==> config.mk <==
export PLATFORM = sky130hd
export DESIGN_NAME = goodness_epoch_scheduler
export DESIGN_NICKNAME = d
export VERILOG_FILES = /design/src/sv/ges_pkg.sv /design/src/sv/ges_table.sv /design/src/sv/goodness_epoch_scheduler.sv
export VERILOG_INCLUDE_DIRS = /design/src /design/src/sv
export SDC_FILE = /design/constraint.sdc
export NUM_CORES = 2
export LEC_CHECK = 0
export BUFFER_PORTS_ARGS = -buffer_cell sky130_fd_sc_hd__clkbuf_2
export CORE_MARGIN = 5
export CORE_UTILIZATION = 57
export CTS_CLUSTER_SIZE = 10
export DETAILED_ROUTE_END_ITERATION = 10
export PLACE_DENSITY = 0.73
export SYNTH_ARGS = -nofsm -noshare
export SYNTH_HDL_FRONTEND = slang
export SYNTH_SLANG_ARGS = --single-unit
==> constraint.sdc <==
create_clock -name clk -period 14 [get_ports clk]
set_input_delay 2.1 -clock clk [delete_from_list [all_inputs] [get_ports clk]]
set_output_delay 2.1 -clock clk [all_outputs]
set_load 0.02 [all_outputs]
==> src/sv/assert_macros.svh <==
// Assertion macros used by the scheduler RTL.
// No dependencies; included by files that carry concurrent assertions.
`ifndef ASSERT_MACROS_SVH
`define ASSERT_MACROS_SVH
`ifndef SYNTHESIS
// Property that holds at every clock edge outside reset.
`define GES_ASSERT(lbl, clk, rst_n, prop, msg) \
	lbl: assert property (@(posedge clk) disable iff (!rst_n) (prop)) else $error(msg);
// Antecedent in one cycle implies the consequent in the next cycle.
`define GES_ASSERT_NEXT(lbl, clk, rst_n, ante, cons, msg) \
	lbl: assert property (@(posedge clk) disable iff (!rst_n) (ante) |=> (cons)) else $error(msg);
`else
`define GES_ASSERT(lbl, clk, rst_n, prop, msg)
`define GES_ASSERT_NEXT(lbl, clk, rst_n, ante, cons, msg)
`endif
`endif

==> src/sv/ges_pkg.sv <==
// Types and constants of the goodness epoch scheduler.
// No dependencies; used by ges_table and goodness_epoch_scheduler.
package ges_pkg;

	localparam logic [8:0] CNT_MAX  = 9'd511;
	localparam logic [9:0] GOOD_MAX = 10'd1023;

	typedef enum logic [1:0] {
		RS_FREE  = 2'd0,
		RS_READY = 2'd1,
		RS_WAIT  = 2'd2,
		RS_CUR   = 2'd3
	} run_state_t;

	typedef enum logic [3:0] {
		ST_IDLE,
		ST_W_RD_SLOT,
		ST_W_WR_SLOT,
		ST_W_RD_CUR,
		ST_W_EMIT,
		ST_R_RD_CUR,
		ST_R_WR_CUR,
		ST_SCAN,
		ST_SCAN_END,
		ST_DECIDE,
		ST_EPOCH,
		ST_EPOCH_END,
		ST_SW_RD_CUR,
		ST_SW_WR_CUR,
		ST_SW_RD_NXT,
		ST_SW_WR_NXT
	} fsm_t;

	typedef enum logic {
		CMD_RESCHED = 1'b0,
		CMD_WRITE   = 1'b1
	} cmd_t;

	// One process slot as stored in the table memory.
	typedef struct packed {
		logic [7:0] prio;
		logic [8:0] cnt;
		logic [9:0] good;
		run_state_t state;
	} entry_t;

	typedef struct packed {
		logic       cmd;
		logic [4:0] slot;
		logic [7:0] base_priority;
		logic [1:0] slot_state;
		logic [8:0] ticks_left;
		logic       current_runnable;
	} in_t;

	typedef struct packed {
		logic [4:0] next_slot;
		logic       switched;
		logic [8:0] quantum;
		logic       epoch_started;
	} out_t;

endpackage

==> src/sv/ges_table.sv <==
// Process table memory: one write port, one registered read port.
// Uses ges_pkg; per-entry valid bits make unwritten entries read as reset values.
module ges_table #(
	parameter int NUM_SLOTS = 32
) (
	input  logic                         clk,
	input  logic                         arst_n,
	input  logic                         rd_en,
	input  logic [$clog2(NUM_SLOTS)-1:0] rd_addr,
	output ges_pkg::entry_t              rd_data,
	input  logic                         wr_en,
	input  logic [$clog2(NUM_SLOTS)-1:0] wr_addr,
	input  ges_pkg::entry_t              wr_data
);

	localparam int IW = $clog2(NUM_SLOTS);

	ges_pkg::entry_t        mem [NUM_SLOTS];
	ges_pkg::entry_t        rdata_q;
	logic [IW-1:0]          raddr_q;
	logic                   hit_q;
	logic [NUM_SLOTS-1:0]   valid_q;
	ges_pkg::entry_t        dflt;

	always_ff @(posedge clk) begin
		if (wr_en) begin
			mem[wr_addr] <= wr_data;
		end
		if (rd_en) begin
			rdata_q <= mem[rd_addr];
			raddr_q <= rd_addr;
		end
	end

	always_ff @(posedge clk or negedge arst_n) begin
		if (!arst_n) begin
			valid_q <= '0;
			hit_q   <= 1'b0;
		end else begin
			if (rd_en) begin
				hit_q <= valid_q[rd_addr];
			end
			if (wr_en) begin
				valid_q[wr_addr] <= 1'b1;
			end
		end
	end

	// Slot zero starts out as the running idle process, all others as free.
	always_comb begin
		dflt       = '0;
		dflt.state = (raddr_q == '0) ? ges_pkg::RS_CUR : ges_pkg::RS_FREE;
	end

	assign rd_data = hit_q ? rdata_q : dflt;

endmodule

==> src/sv/goodness_epoch_scheduler.sv <==
// Top level of the goodness epoch scheduler: command sequencer and datapath.
// Uses ges_pkg, ges_table and assert_macros.svh.
//
// Usage: present an item on "item" and raise start; the beat is taken at the
// rising edge where start is high and busy is low. Every item yields exactly one
// result beat, shown on "result" for a single cycle with done high. The receiver
// cannot stall, so capture the result in the cycle done is high. busy drops in
// that same cycle, so the next item may be started right away. All process state
// lives in one table memory with one read and one write port, and every item is
// a sequence of reads and write-backs on it. A slot write reads and rewrites the
// slot (unless it is outside the table), then reads the running slot. A
// reschedule charges the running process, scans the table, and keeps the running
// process or switches; a new epoch first recomputes every slot. The scan and the
// epoch pass each stream the table through the read port once, one slot a cycle.
// No clearing pass is needed after reset.
`include "assert_macros.svh"
module goodness_epoch_scheduler #(
	parameter int NUM_SLOTS = 32
) (
	input  logic          clk,
	input  logic          arst_n,
	input  logic          start,
	output logic          busy,
	input  ges_pkg::in_t  item,
	output logic          done,
	output ges_pkg::out_t result
);

	localparam int IW = $clog2(NUM_SLOTS);
	localparam logic [IW-1:0] LAST_IDX = IW'(NUM_SLOTS - 1);

	ges_pkg::fsm_t   state_q, state_d;

	// Control registers.
	logic [IW-1:0]   running_q;
	logic [IW-1:0]   idx_q;
	logic [IW-1:0]   idx_s1;
	logic            pipe_v_s1;
	logic            done_q;

	// Payload registers.
	ges_pkg::in_t    item_q;
	ges_pkg::out_t   result_q;
	logic [8:0]      cnt_cur_q;
	logic [9:0]      good_cur_q;
	logic [9:0]      maxg_q;
	logic [IW-1:0]   best_q;
	logic [7:0]      best_prio_q;
	logic [IW-1:0]   nxt_q;
	logic            epoch_q;
	logic [8:0]      cnt0_q;

	// Table port signals.
	logic            rd_en;
	logic [IW-1:0]   rd_addr;
	ges_pkg::entry_t rd_data;
	logic            wr_en;
	logic [IW-1:0]   wr_addr;
	ges_pkg::entry_t wr_data;

	// Datapath signals.
	logic            accept;
	logic            in_range;
	logic [IW-1:0]   slot_idx;
	logic            run_eff;
	ges_pkg::run_state_t wr_state;
	ges_pkg::entry_t cur_upd;
	ges_pkg::entry_t ep_upd;
	logic [9:0]      pri_base;
	logic [10:0]     cur_gsum;
	logic [9:0]      ep_csum;
	logic [8:0]      ep_cnt;
	logic [10:0]     ep_gsum;
	logic            scan_upd;
	logic            epoch_cond;
	logic            keep_cur;
	logic            emit_en;
	ges_pkg::out_t   emit_val;
	logic            run_we;

	ges_table #(
		.NUM_SLOTS(NUM_SLOTS)
	) u_table (
		.clk     (clk),
		.arst_n  (arst_n),
		.rd_en   (rd_en),
		.rd_addr (rd_addr),
		.rd_data (rd_data),
		.wr_en   (wr_en),
		.wr_addr (wr_addr),
		.wr_data (wr_data)
	);

	assign busy   = (state_q != ges_pkg::ST_IDLE);
	assign accept = start && !busy;
	assign done   = done_q;
	assign result = result_q;

	// A slot beyond the table is never written; the range check uses the live item.
	assign in_range = (32'(item.slot) < NUM_SLOTS);
	assign slot_idx = IW'(item_q.slot);

	// The idle process always counts as runnable.
	assign run_eff = item_q.current_runnable || (running_q == '0);

	// A written state code of three is stored as waiting.
	assign wr_state = (item_q.slot_state == 2'(ges_pkg::RS_CUR)) ? ges_pkg::RS_WAIT
	                  : ges_pkg::run_state_t'(item_q.slot_state);

	// Charge the running process: recover its base priority from goodness minus
	// counter, then rebuild both from the remaining ticks.
	always_comb begin
		pri_base = (rd_data.good > 10'(rd_data.cnt)) ? (rd_data.good - 10'(rd_data.cnt)) : '0;
		cur_gsum = 11'(pri_base) + 11'(item_q.ticks_left);
		cur_upd  = rd_data;
		if ((running_q == '0) || (item_q.ticks_left == '0)) begin
			cur_upd.cnt  = '0;
			cur_upd.good = '0;
		end else begin
			cur_upd.cnt  = item_q.ticks_left;
			cur_upd.good = (cur_gsum > 11'(ges_pkg::GOOD_MAX)) ? ges_pkg::GOOD_MAX
			               : cur_gsum[9:0];
		end
	end

	// New epoch for one slot: occupied slots get priority plus half their counter.
	always_comb begin
		ep_csum = 10'(rd_data.prio) + 10'(rd_data.cnt[8:1]);
		if (rd_data.state != ges_pkg::RS_FREE) begin
			ep_cnt = (ep_csum > 10'(ges_pkg::CNT_MAX)) ? ges_pkg::CNT_MAX : ep_csum[8:0];
		end else begin
			ep_cnt = rd_data.cnt;
		end
		ep_gsum     = 11'(rd_data.prio) + 11'(ep_cnt);
		ep_upd      = rd_data;
		ep_upd.cnt  = ep_cnt;
		ep_upd.good = (ep_gsum > 11'(ges_pkg::GOOD_MAX)) ? ges_pkg::GOOD_MAX : ep_gsum[9:0];
	end

	// Running maximum of the scan; ties go to the higher priority, then the lower
	// slot, which is the one already held since slots arrive in ascending order.
	assign scan_upd = (rd_data.state == ges_pkg::RS_READY) &&
	                  ((rd_data.good > maxg_q) ||
	                   ((rd_data.good == maxg_q) && (maxg_q != '0) &&
	                    (rd_data.prio > best_prio_q)));

	assign epoch_cond = (cnt_cur_q == '0) && (maxg_q == '0);
	assign keep_cur   = run_eff && (good_cur_q != '0) && (good_cur_q >= maxg_q);

	always_comb begin
		state_d  = state_q;
		rd_en    = 1'b0;
		rd_addr  = running_q;
		wr_en    = 1'b0;
		wr_addr  = running_q;
		wr_data  = rd_data;
		emit_en  = 1'b0;
		emit_val = '0;
		run_we   = 1'b0;
		case (state_q)
			ges_pkg::ST_IDLE: begin
				if (accept) begin
					if (item.cmd == ges_pkg::CMD_WRITE) begin
						state_d = in_range ? ges_pkg::ST_W_RD_SLOT : ges_pkg::ST_W_RD_CUR;
					end else begin
						state_d = ges_pkg::ST_R_RD_CUR;
					end
				end
			end
			ges_pkg::ST_W_RD_SLOT: begin
				rd_en   = 1'b1;
				rd_addr = slot_idx;
				state_d = ges_pkg::ST_W_WR_SLOT;
			end
			ges_pkg::ST_W_WR_SLOT: begin
				wr_en        = 1'b1;
				wr_addr      = slot_idx;
				wr_data.prio = item_q.base_priority;
				// Slot zero and the running slot keep their state.
				if ((slot_idx != '0) && (slot_idx != running_q)) begin
					wr_data.state = wr_state;
				end
				state_d = ges_pkg::ST_W_RD_CUR;
			end
			ges_pkg::ST_W_RD_CUR: begin
				rd_en   = 1'b1;
				state_d = ges_pkg::ST_W_EMIT;
			end
			ges_pkg::ST_W_EMIT: begin
				emit_en            = 1'b1;
				emit_val.next_slot = 5'(running_q);
				emit_val.quantum   = rd_data.cnt;
				state_d            = ges_pkg::ST_IDLE;
			end
			ges_pkg::ST_R_RD_CUR: begin
				rd_en   = 1'b1;
				state_d = ges_pkg::ST_R_WR_CUR;
			end
			ges_pkg::ST_R_WR_CUR: begin
				wr_en   = 1'b1;
				wr_data = cur_upd;
				state_d = ges_pkg::ST_SCAN;
			end
			ges_pkg::ST_SCAN: begin
				rd_en   = 1'b1;
				rd_addr = idx_q;
				if (idx_q == LAST_IDX) begin
					state_d = ges_pkg::ST_SCAN_END;
				end
			end
			ges_pkg::ST_SCAN_END: begin
				state_d = ges_pkg::ST_DECIDE;
			end
			ges_pkg::ST_DECIDE: begin
				if (epoch_cond) begin
					state_d = ges_pkg::ST_EPOCH;
				end else if (keep_cur) begin
					emit_en            = 1'b1;
					emit_val.next_slot = 5'(running_q);
					emit_val.quantum   = cnt_cur_q;
					state_d            = ges_pkg::ST_IDLE;
				end else begin
					state_d = ges_pkg::ST_SW_RD_CUR;
				end
			end
			ges_pkg::ST_EPOCH: begin
				rd_en   = 1'b1;
				rd_addr = idx_q;
				wr_en   = pipe_v_s1;
				wr_addr = idx_s1;
				wr_data = ep_upd;
				if (idx_q == LAST_IDX) begin
					state_d = ges_pkg::ST_EPOCH_END;
				end
			end
			ges_pkg::ST_EPOCH_END: begin
				wr_en   = pipe_v_s1;
				wr_addr = idx_s1;
				wr_data = ep_upd;
				if (running_q == '0) begin
					// The idle process stays on through a new epoch.
					emit_en                = 1'b1;
					emit_val.quantum       = cnt0_q;
					emit_val.epoch_started = 1'b1;
					state_d                = ges_pkg::ST_IDLE;
				end else begin
					state_d = ges_pkg::ST_SW_RD_CUR;
				end
			end
			ges_pkg::ST_SW_RD_CUR: begin
				rd_en   = 1'b1;
				state_d = ges_pkg::ST_SW_WR_CUR;
			end
			ges_pkg::ST_SW_WR_CUR: begin
				wr_en         = 1'b1;
				wr_data.state = run_eff ? ges_pkg::RS_READY : ges_pkg::RS_WAIT;
				state_d       = ges_pkg::ST_SW_RD_NXT;
			end
			ges_pkg::ST_SW_RD_NXT: begin
				rd_en   = 1'b1;
				rd_addr = nxt_q;
				state_d = ges_pkg::ST_SW_WR_NXT;
			end
			ges_pkg::ST_SW_WR_NXT: begin
				wr_en                  = 1'b1;
				wr_addr                = nxt_q;
				wr_data.state          = ges_pkg::RS_CUR;
				run_we                 = 1'b1;
				emit_en                = 1'b1;
				emit_val.next_slot     = 5'(nxt_q);
				emit_val.switched      = (nxt_q != running_q);
				emit_val.quantum       = rd_data.cnt;
				emit_val.epoch_started = epoch_q;
				state_d                = ges_pkg::ST_IDLE;
			end
			default: begin
				state_d = ges_pkg::ST_IDLE;
			end
		endcase
	end

	always_ff @(posedge clk or negedge arst_n) begin
		if (!arst_n) begin
			state_q   <= ges_pkg::ST_IDLE;
			running_q <= '0;
			idx_q     <= '0;
			idx_s1    <= '0;
			pipe_v_s1 <= 1'b0;
			done_q    <= 1'b0;
		end else begin
			state_q   <= state_d;
			done_q    <= emit_en;
			pipe_v_s1 <= (state_q == ges_pkg::ST_SCAN) || (state_q == ges_pkg::ST_EPOCH);
			idx_s1    <= idx_q;
			if (run_we) begin
				running_q <= nxt_q;
			end
			if ((state_q == ges_pkg::ST_R_WR_CUR) || (state_q == ges_pkg::ST_DECIDE)) begin
				idx_q <= '0;
			end else if ((state_q == ges_pkg::ST_SCAN) || (state_q == ges_pkg::ST_EPOCH)) begin
				idx_q <= idx_q + 1'b1;
			end
		end
	end

	always_ff @(posedge clk) begin
		if (accept) begin
			item_q <= item;
		end
		if (emit_en) begin
			result_q <= emit_val;
		end
		if (state_q == ges_pkg::ST_R_WR_CUR) begin
			cnt_cur_q   <= cur_upd.cnt;
			good_cur_q  <= cur_upd.good;
			maxg_q      <= '0;
			best_q      <= '0;
			best_prio_q <= '0;
		end
		if (pipe_v_s1 && ((state_q == ges_pkg::ST_SCAN) || (state_q == ges_pkg::ST_SCAN_END))
		    && scan_upd) begin
			maxg_q      <= rd_data.good;
			best_q      <= idx_s1;
			best_prio_q <= rd_data.prio;
		end
		if (state_q == ges_pkg::ST_DECIDE) begin
			epoch_q <= epoch_cond;
			nxt_q   <= epoch_cond ? '0 : best_q;
		end
		if (pipe_v_s1 && ((state_q == ges_pkg::ST_EPOCH) || (state_q == ges_pkg::ST_EPOCH_END))
		    && (idx_s1 == '0)) begin
			cnt0_q <= ep_upd.cnt;
		end
	end

	`GES_ASSERT_NEXT(a_done_single, clk, arst_n, done, !done, "result strobe longer than one cycle")
	`GES_ASSERT(a_done_idle, clk, arst_n, !done || !busy, "result shown while busy")
	`GES_ASSERT_NEXT(a_accept_busy, clk, arst_n, start && !busy, busy, "accepted beat left block idle")
	`GES_ASSERT(a_run_range, clk, arst_n, 32'(running_q) < NUM_SLOTS, "running slot beyond table")
	`GES_ASSERT(a_epoch_idle, clk, arst_n, !(done && result.epoch_started && !result.switched) || (result.next_slot == '0), "epoch without switch must keep idle slot")

endmodule

==> flow_summary.json <==
{
  "peak_clock_frequency_supported_by_timing_ghz": 0.138,
  "critPathArrivalTime_ns": 7.60,
  "hold_viol": 0,
  "num_rows": 105,
  "ys.warnings.count": 0,
  "initial_antenna_violation_count": 1,
  "ir_worst_vdd_mv": 0.133,
  "synth-seq-cells": 1114,
  "worst_slew_pin_slew_ns": 1.31,
  "fin_cells": 4870,
  "outcome": "complete, no violations",
  "drive_above_1_share": 0.105,
  "yosysUniqueCellTypes": 84,
  "crit_path_max_incr_delay_ns": 0.92,
  "numCtsBuffers": 131,
  "global_route.usage.total": 0.295,
  "grt_first_pass_wirelength_um": 195000,
  "ys_dominant_reg_cell": "edfxtp_1",
  "tritoncts": "done",
  "netlist_top_cells_count": "edfxtp_1, nand2_1, nand3_1",
  "critical-path-slowest-cell": "dfrtp_1",
  "area_growth_syn_to_layout_pct": 10.9,
  "cts_hold_buf": 0,
  "area_of_the_placeable_core_sq_mm": 0.0822,
  "fin_total_pwr_mw": 11.5,
  "largest_net_degree_at_the_start_of_global_routing": 176,
  "synth_most_common_cell": "edfxtp_1",
  "crit_buf_inv": 4,
  "placedCellCount": 4698,
  "count_of_h_tree_levels_built_during_cts": 4,
  "syn-instance-count": 3734,
  "power.static_leakage_nw": 18.9,
  "dieHeight_um": 298,
  "hold_path.class": "flip-flop to flip-flop",
  "vias_per_cell": 6.51,
  "async_set_or_reset_register_ratio_after_synthesis": 0.0485,
  "postLayoutCoreUtil": 0.638,
  "clk_pin_slew_worst_paths_ns": 0.06,
  "mappedNetlistNets": 3820,
  "initial_core_utilization": 0.575,
  "drt_pass1_iterations": 9,
  "setup_tns_ns": 0,
  "detail_route.wirelength_um": 135000,
  "timing.slew.headroom": 0.127,
  "crit_type": "flip-flop to flip-flop",
  "post_synth_main_area_contributors": "edfxtp_1, nand2_1, a311oi_1, dfrtp_1, nand3_1",
  "post-dp-hpwl_um": 72200,
  "synth_top_cell_area_share": 0.673,
  "crit_required_ns": 14.36,
  "cp-start-kind": "flip-flop",
  "clockRootBuffer": "clkbuf_16",
  "worst-path-max-fanout": 175,
  "grt_remaining_overflow": 0,
  "period_minus_slack_ns": 7.24,
  "slew_violations": 0,
  "critPathTopFamily": "buffers and inverters",
  "cts-root-to-sink-buffers": 3,
  "num_antenna_cells": 0,
  "reg2reg_setup_slack_ns": 6.76,
  "wire_per_inst_um": 27.6,
  "die_wd_um": 298,
  "crit_path_cell_trace": "nand2_1, o22ai_2, a221oi_4, buf_12, inv_8, buf_4, buf_4, nand2_1, and3_1, a311oi_1, a311oi_1, nor4_1",
  "clock_sinks": 1114,
  "netlist_area_sq_mm": 0.0473,
  "max_cap_violations": 0,
  "worstSkewPairLatency_ns": 0.71,
  "vias": 31700,
  "drc": 0,
  "io-pin-count": 47,
  "via_count_of_the_first_global_routing_pass": 30000,
  "cellPowerDensity_mw_per_mm2": 219,
  "timing.critical_path.to_type": "flip-flop",
  "setup_violations": 0,
  "synth-edff-count": 1060,
  "unrepaired_setup_endpoints_after_global_routing": "no",
  "syn-mean-instance-area_sq_um": 12.7,
  "drt_iter0_markers": 4506,
  "cts_resized": 0,
  "port-buffer-count": 46,
  "post_cts.repair.setup_buffers": 0,
  "finalClockSkew_ns": 0.0228,
  "post-synth-top-area-cell": "edfxtp_1",
  "timing.final.crit_share": 0.517,
  "yosysSeqAreaShare": 0.701,
  "fp.dieArea_sq_mm": 0.0889,
  "fin_nets": 3847,
  "routabilityCongestion": 1.01,
  "drt.antenna.violating_nets": 0
}
==> report_power, final <==
group / internal [mW] / leakage, nW / switching [mW]
combinational: 1.11 / 6.74 / 2.72
clock: 1.73 / 1.76 / 1.25
sequential: 4.49 / 10.4 / 0.185
==> layer usage <==
metal  wire length [um]  up-vias  global-route usage
met1              49400    15500               0.391
met2              62700     1964               0.462
met3              15300      383              0.0738
li1                   -    13900                   -
met4               7110        0               0.144
met5                  0        -                   0
==> cell usage in the layout, fill, tap and decap left out, drive strengths merged, types with 6 or more instances in the layout <==
master,netlist,final
a21oi,39,39
maj3,7,7
nor3,41,41
nand2,1047,1047
ha,54,54
xor2,20,20
o21ai,60,60
or3,6,6
mux2i,8,8
a221o,13,13
o21a,19,19
mux4,6,6
or2,33,33
xnor2,20,20
nand3,247,247
nand4,9,9
edfxtp,1060,1060
nor3b,8,8
buf,134,88
nand2b,16,16
nor2,108,108
nor2b,19,19
dfrtp,54,54
a311oi,232,232
a31oi,12,12
a211o,6,6
a22oi,8,8
clkinv,0,7
a22o,11,11
a211oi,6,6
clkbuf,106,205
and3,125,125
nor4,36,36
o211ai,8,8
o221ai,7,7
and2,12,12
inv,69,73
a21o,7,7
==> kinds of logic (layout without fill, tap and decap cells) <==
family / after synthesis / in the layout / share of synthesized area
compound gates: 466 / 466 / 0.0787
xor+xnor: 40 / 40 / 0.00756
fa+ha+maj: 64 / 64 / 0.0171
buf+inv: 309 / 375 / 0.0298
flops: 1114 / 1114 / 0.701
mux: 14 / 14 / 0.00455
simple gates: 1727 / 1727 / 0.161
==> worst register-to-register path: stages, from the launching register on <==
cell and delay, ns:
dfrtp_1 0.92, nand2_1 0.32, o22ai_2 0.74, a221oi_4 0.18, buf_12 0.28, inv_8 0.99
buf_4 0.81, buf_4 0.91, nand2_1 0.21, and3_1 0.21, a311oi_1 0.29, a311oi_1 0.12
nor4_1 0.91
==> final cells by class <==
type | count | area (sq um)
clock buffers | 159 | 3470
flip-flops and latches | 1114 | 33200
repair buffers | 134 | 928
multi-input cells | 2311 | 13100
well taps | 1070 | 1340
clock inverters | 13 | 164
inverters | 69 | 272
fillers | 5861 | 29800
==> path summary, 6_finish.rpt <==
kind | start | end | cells after the start
worst max-delay path | state_q[1] | u_table.rdata_q[13] | 12
worst min-delay path | u_table.valid_q[8] | u_table.valid_q[8] | 1
worst max register to register | state_q[1] | u_table.rdata_q[13] | 12
worst min register to register | u_table.valid_q[8] | u_table.valid_q[8] | 1
max in group asynchronous | arst_n | u_table.hit_q | 2
min in group asynchronous | arst_n | u_table.valid_q[15] | 2
==> metrics by stage <==
| step | instance area (sq um) | hold WS [ns] | setup slack (ns) |
|---|---|---|---|
| 2_1_floorplan | 47300 | 0.403 | 7.51 |
| 3_3_place_gp | 48900 | 0.447 | 7.25 |
| 3_5_place_dp | 48900 | 0.448 | 7.19 |
| 4_1_cts | 52500 | 0.466 | 7.15 |
| 5_1_grt | 52500 | 0.475 | 6.65 |
| 6_report | 52500 | 0.462 | 6.76 |
==> sequential cells by signal, summed over array words and instances, names as in the netlist, 8 cells and up <==
signal           count
u_table.valid_q     32
cnt_cur_q            9
best_prio_q          8
cnt0_q               9
u_table.mem        928
maxg_q              10
u_table.rdata_q     29
item_q              20
good_cur_q          10
result              16
Power figures use the tool's default switching activity.
